File: config.mk
export PLATFORM = sky130hd
export DESIGN_NAME = irprop_minus_weight_update_core
export DESIGN_NICKNAME = d
export VERILOG_FILES = /design/src/design/irpwu_pkg.sv /design/src/design/irpwu_csr.sv /design/src/design/irprop_minus_weight_update_core.sv
export SDC_FILE = /design/constraint.sdc
export NUM_CORES = 2
export LEC_CHECK = 0
export BUFFER_PORTS_ARGS = -buffer_cell sky130_fd_sc_hd__buf_2
export CORE_MARGIN = 10
export CORE_UTILIZATION = 55
export DETAILED_ROUTE_END_ITERATION = 12
export MAX_ROUTING_LAYER = met4
export PLACE_DENSITY = 0.76
export SLEW_MARGIN = 5
export SYNTH_ARGS = -nofsm -noshare
export SYNTH_HDL_FRONTEND = slang
export SYNTH_HIERARCHICAL = 1
export SYNTH_SLANG_ARGS = --single-unit
File: constraint.sdc
create_clock -name clock -period 10.4 [get_ports clock]
set_input_delay 0.52 -clock clock [delete_from_list [all_inputs] [get_ports clock]]
set_output_delay 0.52 -clock clock [all_outputs]
set_load 0.02 [all_outputs]
File: src/design/irpwu_pkg.sv
// Shared types and constants for the iRprop- weight update core.
package irpwu_pkg;

   localparam int CSR_IDX_W  = 2;
   localparam int CSR_DATA_W = 22;
   localparam int INC_W      = 18;
   localparam int DEC_W      = 17;
   localparam int STEP_W     = 22;
   localparam int FACTOR_W   = 18;
   localparam int PROD_W     = STEP_W + FACTOR_W;
   localparam int FRAC_W     = 16;
   localparam int SHIFTED_W  = PROD_W - FRAC_W;
   localparam int WEIGHT_W   = 28;

   localparam logic [CSR_IDX_W-1:0] CSR_GROW_GAIN    = 2'd0;
   localparam logic [CSR_IDX_W-1:0] CSR_SHRINK_GAIN  = 2'd1;
   localparam logic [CSR_IDX_W-1:0] CSR_STEP_FLOOR   = 2'd2;
   localparam logic [CSR_IDX_W-1:0] CSR_STEP_CEILING = 2'd3;

   localparam logic [INC_W-1:0]  INCREASE_RESET = 18'd78643;
   localparam logic [DEC_W-1:0]  DECREASE_RESET = 17'd32768;
   localparam logic [STEP_W-1:0] FLOOR_RESET    = 22'd0;
   localparam logic [STEP_W-1:0] CEILING_RESET  = 22'd3276800;

   // 0.0001 in Q16.16, rounded to nearest
   localparam logic [STEP_W-1:0]    MIN_STEP     = 22'd7;
   localparam logic [SHIFTED_W-1:0] STEP_MAX     = SHIFTED_W'(4194303);
   localparam int                   WEIGHT_LIMIT = 98304000;

   typedef struct packed {
      logic [INC_W-1:0]  grow_gain;
      logic [DEC_W-1:0]  shrink_gain;
      logic [STEP_W-1:0] step_floor;
      logic [STEP_W-1:0] step_ceiling;
   } cfg_type;

endpackage

File: src/design/irpwu_csr.sv
// Configuration register file of the iRprop- weight update core.
module irpwu_csr
   import irpwu_pkg::*;
(
   input  logic                  clock,
   input  logic                  reset,
   input  logic                  csr_we,
   input  logic [CSR_IDX_W-1:0]  csr_index,
   input  logic [CSR_DATA_W-1:0] csr_wdata,
   output cfg_type               cfg
);

   cfg_type cfg_ff;
   cfg_type cfg_in;

   always_comb begin
      cfg_in = cfg_ff;
      if (csr_we) begin
         unique case (csr_index)
            CSR_GROW_GAIN:    cfg_in.grow_gain    = csr_wdata[INC_W-1:0];
            CSR_SHRINK_GAIN:  cfg_in.shrink_gain  = csr_wdata[DEC_W-1:0];
            CSR_STEP_FLOOR:   cfg_in.step_floor   = csr_wdata[STEP_W-1:0];
            CSR_STEP_CEILING: cfg_in.step_ceiling = csr_wdata[STEP_W-1:0];
            default:          cfg_in = cfg_ff;
         endcase
      end
   end

   always_ff @(posedge clock) begin
      if (reset) begin
         cfg_ff.grow_gain    <= INCREASE_RESET;
         cfg_ff.shrink_gain  <= DECREASE_RESET;
         cfg_ff.step_floor   <= FLOOR_RESET;
         cfg_ff.step_ceiling <= CEILING_RESET;
      end else begin
         cfg_ff <= cfg_in;
      end
   end

   assign cfg = cfg_ff;

endmodule

File: src/design/irprop_minus_weight_update_core.sv
// iRprop- weight update core: one weight transfer in, one updated weight transfer out.
// Takes one item per clock while the output side does not stall. The stages are a sign
// test and step floor stage, a 22x18 multiplier stage, a shift and cap/floor stage, and
// the weight add and clamp stage, which is also the output register. Stalls on
// rsp_tready back up through the stages without loss; empty stages are filled while
// later ones wait.
module irprop_minus_weight_update_core
   import irpwu_pkg::*;
#(
   parameter int VALUE_WIDTH = 32
) (
   input  logic                  clock,
   input  logic                  reset,
   input  logic                  csr_we,
   input  logic [CSR_IDX_W-1:0]  csr_index,
   input  logic [CSR_DATA_W-1:0] csr_wdata,
   input  logic                  req_tvalid,
   output logic                  req_tready,
   // weight_in, gradient, prior_gradient, prior_step, zero pad
   input  logic [((3*VALUE_WIDTH+STEP_W+7)/8)*8-1:0] req_tdata,
   // mask_on
   input  logic                  req_tuser,
   input  logic                  req_tlast,
   output logic                  rsp_tvalid,
   input  logic                  rsp_tready,
   // weight_out, step_out, gradient_keep, zero pad
   output logic [((WEIGHT_W+STEP_W+VALUE_WIDTH+7)/8)*8-1:0] rsp_tdata,
   output logic                  rsp_tlast
);

   localparam int VW     = VALUE_WIDTH;
   localparam int RSP_W  = ((WEIGHT_W+STEP_W+VALUE_WIDTH+7)/8)*8;
   localparam int SUM_W  = (VW + 1 > WEIGHT_W + 1) ? VW + 1 : WEIGHT_W + 1;
   localparam logic signed [SUM_W-1:0] LIMIT_POS = SUM_W'(WEIGHT_LIMIT);
   localparam logic signed [SUM_W-1:0] LIMIT_NEG = SUM_W'(-WEIGHT_LIMIT);

   typedef struct packed {
      logic                mask;
      logic                agree;
      logic [STEP_W-1:0]   ps;
      logic [FACTOR_W-1:0] factor;
      logic [VW-1:0]       weight;
      logic [VW-1:0]       grad;
      logic [VW-1:0]       pgrad;
      logic [STEP_W-1:0]   pstep;
      logic                last;
   } stage_a_type;

   typedef struct packed {
      logic              mask;
      logic              agree;
      logic [PROD_W-1:0] prod;
      logic [VW-1:0]     weight;
      logic [VW-1:0]     grad;
      logic [VW-1:0]     pgrad;
      logic [STEP_W-1:0] pstep;
      logic              last;
   } stage_b_type;

   typedef struct packed {
      logic              mask;
      logic [STEP_W-1:0] step;
      logic [VW-1:0]     keep;
      logic [VW-1:0]     weight;
      logic              last;
   } stage_c_type;

   cfg_type cfg;

   irpwu_csr u_csr (
      .clock     (clock),
      .reset     (reset),
      .csr_we    (csr_we),
      .csr_index (csr_index),
      .csr_wdata (csr_wdata),
      .cfg       (cfg)
   );

   logic        a_valid_ff, b_valid_ff, c_valid_ff, d_valid_ff;
   logic        en_a, en_b, en_c, en_d;
   stage_a_type a_ff, a_in;
   stage_b_type b_ff, b_in;
   stage_c_type c_ff, c_in;
   logic [RSP_W-1:0] d_data_ff, d_data_in;
   logic             d_last_ff;

   // advance a stage when it is empty or its successor advances
   assign en_d       = !d_valid_ff || rsp_tready;
   assign en_c       = !c_valid_ff || en_d;
   assign en_b       = !b_valid_ff || en_c;
   assign en_a       = !a_valid_ff || en_b;
   assign req_tready = en_a;

   // stage A: sign test, step floor, factor select
   logic [VW-1:0] g_in, pg_in;
   logic          g_pos, g_neg, pg_pos, pg_neg;

   always_comb begin
      g_in   = req_tdata[VW-1+VW:VW];
      pg_in  = req_tdata[3*VW-1:2*VW];
      g_neg  = g_in[VW-1];
      g_pos  = !g_in[VW-1] && (|g_in);
      pg_neg = pg_in[VW-1];
      pg_pos = !pg_in[VW-1] && (|pg_in);
      a_in.mask   = req_tuser;
      a_in.agree  = !((g_pos && pg_neg) || (g_neg && pg_pos));
      a_in.pstep  = req_tdata[3*VW+STEP_W-1:3*VW];
      a_in.ps     = (a_in.pstep < MIN_STEP) ? MIN_STEP : a_in.pstep;
      a_in.factor = a_in.agree ? cfg.grow_gain
                               : FACTOR_W'(cfg.shrink_gain);
      a_in.weight = req_tdata[VW-1:0];
      a_in.grad   = g_in;
      a_in.pgrad  = pg_in;
      a_in.last   = req_tlast;
   end

   // stage B: step times factor
   always_comb begin
      b_in.mask   = a_ff.mask;
      b_in.agree  = a_ff.agree;
      b_in.prod   = PROD_W'(a_ff.ps) * PROD_W'(a_ff.factor);
      b_in.weight = a_ff.weight;
      b_in.grad   = a_ff.grad;
      b_in.pgrad  = a_ff.pgrad;
      b_in.pstep  = a_ff.pstep;
      b_in.last   = a_ff.last;
   end

   // stage C: drop fraction, cap or floor, saturate to the step field
   logic [SHIFTED_W-1:0] shifted, bounded, saturated;

   always_comb begin
      shifted = b_ff.prod[PROD_W-1:FRAC_W];
      if (b_ff.agree) begin
         bounded = (shifted > SHIFTED_W'(cfg.step_ceiling)) ?
                   SHIFTED_W'(cfg.step_ceiling) : shifted;
      end else begin
         bounded = (shifted < SHIFTED_W'(cfg.step_floor)) ?
                   SHIFTED_W'(cfg.step_floor) : shifted;
      end
      saturated   = (bounded > STEP_MAX) ? STEP_MAX : bounded;
      c_in.mask   = b_ff.mask;
      c_in.weight = b_ff.weight;
      c_in.last   = b_ff.last;
      if (b_ff.mask) begin
         c_in.step = saturated[STEP_W-1:0];
         c_in.keep = b_ff.agree ? b_ff.grad : '0;
      end else begin
         c_in.step = b_ff.pstep;
         c_in.keep = b_ff.pgrad;
      end
   end

   // stage D: move weight in the direction of the stored gradient sign (up when zero), clamp
   logic signed [SUM_W-1:0] w_ext, addend, sum, clamped;

   always_comb begin
      w_ext  = SUM_W'($signed(c_ff.weight));
      addend = c_ff.mask ? $signed(SUM_W'(c_ff.step)) : '0;
      sum    = c_ff.keep[VW-1] ? (w_ext - addend) : (w_ext + addend);
      if (sum > LIMIT_POS) begin
         clamped = LIMIT_POS;
      end else if (sum < LIMIT_NEG) begin
         clamped = LIMIT_NEG;
      end else begin
         clamped = sum;
      end
      d_data_in = RSP_W'({c_ff.keep, c_ff.step, clamped[WEIGHT_W-1:0]});
   end

   always_ff @(posedge clock) begin
      if (reset) begin
         a_valid_ff <= 1'b0;
         b_valid_ff <= 1'b0;
         c_valid_ff <= 1'b0;
         d_valid_ff <= 1'b0;
      end else begin
         if (en_a) a_valid_ff <= req_tvalid;
         if (en_b) b_valid_ff <= a_valid_ff;
         if (en_c) c_valid_ff <= b_valid_ff;
         if (en_d) d_valid_ff <= c_valid_ff;
      end
   end

   always_ff @(posedge clock) begin
      if (en_a) a_ff <= a_in;
      if (en_b) b_ff <= b_in;
      if (en_c) c_ff <= c_in;
      if (en_d) begin
         d_data_ff <= d_data_in;
         d_last_ff <= c_ff.last;
      end
   end

   assign rsp_tvalid = d_valid_ff;
   assign rsp_tdata  = d_data_ff;
   assign rsp_tlast  = d_last_ff;

   // an empty output register never blocks the input side
   a_ready_when_empty: assert property (@(posedge clock) disable iff (reset)
      !rsp_tvalid |-> req_tready)
      else $error("input stalled with empty output register");

   // no result appears right after reset
   a_clean_reset: assert property (@(posedge clock)
      reset |=> !rsp_tvalid)
      else $error("result valid right after reset");

   // delivered weight lies within the clamp range
   a_weight_range: assert property (@(posedge clock) disable iff (reset)
      rsp_tvalid |-> ($signed(rsp_tdata[WEIGHT_W-1:0]) <= WEIGHT_W'(WEIGHT_LIMIT))
                  && ($signed(rsp_tdata[WEIGHT_W-1:0]) >= WEIGHT_W'(-WEIGHT_LIMIT)))
      else $error("weight outside clamp range");

   // stage C holds its item while stage D is full and stalled
   a_stage_hold: assert property (@(posedge clock) disable iff (reset)
      c_valid_ff && !en_c |=> c_valid_ff && $stable(c_ff))
      else $error("stalled stage lost its item");

endmodule

==> run_results.csv <==
group,metric,value,unit
run_status,status,"finished, final reports clean",
floorplanning,die-area,0.0760,mm2
critical_path,slowest_delay,1010,ps
power,p_leak,17.8,nW
critical_path,startpoint_type,"flip-flop",
cts,root_buffer,"clkbuf_16",
logic_synthesis,yosysUniqueCellTypes,89,
logic_synthesis,synth-edff-count,477,
floorplanning,num_rows,93,
logic_synthesis,synth_seq_cells,560,
timing,drv_slew,0,
logic_synthesis,synthesis.area,0.0359,mm2
critical_path,end_kind,"flip-flop",
logic_synthesis,ys.flop_type,"edfxtp_1",
grt,grt.total_usage,0.237,
floorplanning,die_h,276,um
floorplanning,ioPinCount,242,
timing,fin_crit_sh,0.762,
power,ir_worst_vdd,0.237,mV
logic_synthesis,ys_seq_area_frac,0.445,
grt,grt_pass1_vias,23981,
place,place.port_buffers,233,
cts,clockBufferDepth,3,
timing,hold-worst-slack,55.5,ps
cts,clk_pin_slew,70,ps
final_layout,fin_nets,3986,
timing,fmax,126,MHz
logic_synthesis,synth_cells,3176,
routing,num_vias,23699,
critical_path,crit_type,"flip-flop to flip-flop",
routing,route.detailed.drc,0,
final_layout,syn2layout_area_growth,10.9,%
routing,drt-wirelength-per-cell,20.6,um
worst_hold_path,worstHoldPathType,"input port to flip-flop",
timing,setup_violations,0,
logic_synthesis,synth.avg_cell_area,11.3,um2
floorplanning,fp.dieW,276,um
cts,clkLatencyLatePin,640,ps
floorplanning,design.core.area,0.0646,mm2
cts,postCtsSetupRepairBufs,0,
timing,tns,0,ps
routing,first_pass_iters,7,
critical_path,cpMaxStageDelayCell,"edfxtp_1",
timing,min_period,7920,ps
cts,clkSinkCount,560,
place,dp_hpwl,63600,um
floorplanning,initial_core_util,0.557,
critical_path,worstPathCellList,"nand2_1 -> fa_1 -> inv_1 -> fa_1 -> inv_1 -> fa_1 -> inv_1 -> fa_1 -> inv_1 -> fa_1 -> fa_1 -> inv_1 -> ha_1 -> and4_1 -> o211ai_1 -> nor3_1 -> o41ai_2 -> o211ai_1 -> a32o_1 -> a221o_1 -> a21oi_1 -> o21bai_1 -> a21oi_1 -> xnor2_1",
final_layout,layout_commonest_cell,"edfxtp_1",
grt,grt_max_degree,119,
cts,htree_num_levels,2,
logic_synthesis,async_reset_ff_frac,0,
grt,overflow,0,
power,p_per_area,258,mW/mm2
logic_synthesis,ys_warn_count,6,
routing,drtAntennaViolNets,0,
timing,clock_skew,62.9,ps
timing,rsz0062_at_grt,"false",
cts,cts_tree,"done",
critical_path,crit_family,"adder cells",
timing,worst_pin_slew,1230,ps
cts,ctsResizeCount,0,
flow_run,drv_cap,0,
routing,drt_iter0_markers,1870,
grt,antenna_found_initial,5,
routing,via_per_inst,5.59,
timing,relSlewSlack,0.181,
routing,routed_wl,87200,um
cts,cts_buffers,57,
final_layout,final_cell_mix,"edfxtp_1, inv_1, nand2_1",
cts,hold_buffers,0,
critical_path,crit_path_max_fanout,22,
timing,hold_viol,0,
critical_path,path_common_cell,"fa_1",
critical_path,path_buf_inv,5,
grt,grt_pass1_wl,135000,um
critical_path,cp.required,10770,ps
critical_path,worstPathArrival,8300,ps
place,gp_congestion,0.902,
final_layout,drive_above_1_share,0.118,
-- routing by layer --
layer,share of wire,track usage,wire length (um),vias up
met3,0.082,0.0466,7120,180
met2,0.49,0.389,42800,929
met1,0.40,0.293,34700,11757
met4,0.030,0.0762,2640,0
li1,-,-,-,10833
met5,0,-,0,-
-- worst reg2reg max path, delay by kind of cell, from the launching register on --
| kind | cells | cell delay (ps) |
|---|---|---|
| DFF | 1 | 1010 |
| adders and majority gates | 7 | 3440 |
| xor gates and xnor gates | 1 | 80 |
| AOI/OAI and AO/OA | 8 | 2210 |
| buffers and inverters | 5 | 240 |
| and+or+nand+nor | 3 | 700 |
-- synth_stat cells (6+ instances only) --
cell | count | area, um2
o211ai_1 | 18 | 135
nor3_1 | 19 | 95.1
nand2b_1 | 96 | 601
or2_2 | 7 | 43.8
nand2_1 | 386 | 1450
xnor2_1 | 32 | 280
dfxtp_1 | 83 | 1660
o31ai_1 | 25 | 188
buf_4 | 9 | 67.6
nor4_1 | 27 | 169
o22ai_1 | 23 | 144
or3_1 | 27 | 169
fa_1 | 319 | 6390
o21bai_1 | 14 | 105
clkbuf_1 | 142 | 533
and4_1 | 7 | 61.3
mux2i_1 | 101 | 1010
xor2_1 | 28 | 245
nand4_1 | 25 | 156
a211oi_1 | 6 | 45.0
o21ai_0 | 78 | 390
inv_1 | 468 | 1760
and3_1 | 9 | 56.3
and2_1 | 156 | 976
buf_2 | 10 | 50.1
ha_1 | 187 | 2340
a31oi_1 | 7 | 43.8
a21o_1 | 36 | 270
a2111oi_0 | 23 | 201
o21a_1 | 15 | 113
nor2b_1 | 16 | 100
buf_6 | 6 | 67.6
nor2_2 | 9 | 56.3
edfxtp_1 | 477 | 14300
nor2_1 | 116 | 435
a21oi_1 | 70 | 350
nand3_1 | 22 | 110
-- cell families (layout without fill, tap and decap cells) --
group                    Yosys count  count (layout)  synth area share
AND/OR/NAND/NOR                  945             945             0.131
AO/OA/AOI/OAI                    358             358            0.0673
multiplexers                     103             103            0.0288
XOR/XNOR                          62              62            0.0162
buffers and inverters            641             838            0.0695
flip-flops                       560             560             0.445
other                              1              11          0.000104
adder cells (fa/ha/maj)          506             506             0.243
-- final timing paths --
check	startpoint	end	slack, ps	cells past startpoint
setup / recovery	a_ff[124]$_DFFE_PP_	b_ff[157]$_DFFE_PP_	2480	24
hold / removal	req_tdata[16]	a_ff[103]$_DFFE_PP_	60	1
setup reg to reg	a_ff[124]$_DFFE_PP_	b_ff[157]$_DFFE_PP_	2480	24
hold reg to reg	a_ff[5]$_DFFE_PP_	b_ff[5]$_DFFE_PP_	390	0
-- final cells by class --
type                       instances  area [um2]
antenna                            5        12.5
clock buffer                      69        1490
clock inverter                    39         671
fill                            5054       24700
inverter                         470        1770
multi-input combinational       1980       17500
sequential                       560       16000
tap                              855        1070
timing repair buffer             260        1370
-- flip-flops by register name, summed over array words and instances, names as in the netlist --
register,flops
c_ff,88
c_valid_ff,1
a_ff,161
a_valid_ff,1
b_ff,145
u_csr/cfg,79
rsp_tlast,1
rsp_tvalid,1
b_valid_ff,1
rsp_tdata,82
-- power breakdown --
part           switching, mW  total [mW]  internal, mW
clock                  0.878        2.29          1.41
combinational           2.77        4.81          2.04
sequential             0.279        3.19          2.91
total                   3.93        10.3          6.36
-- metrics by stage --
step	total power [mW]	cells	util	instance area (um2)	setup WS [ps]
6_report	10.3	4238	0.617	39900	2480
5_1_grt	11.1	4238	0.617	39900	2030
4_1_cts	10.3	4233	0.617	39900	2470
3_5_place_dp	8.00	4125	0.584	37700	2430
3_3_place_gp	7.87	4125	0.584	37700	2540
2_1_floorplan	6.72	3181	-	36000	3530
Power figures use the tool's default switching activity.
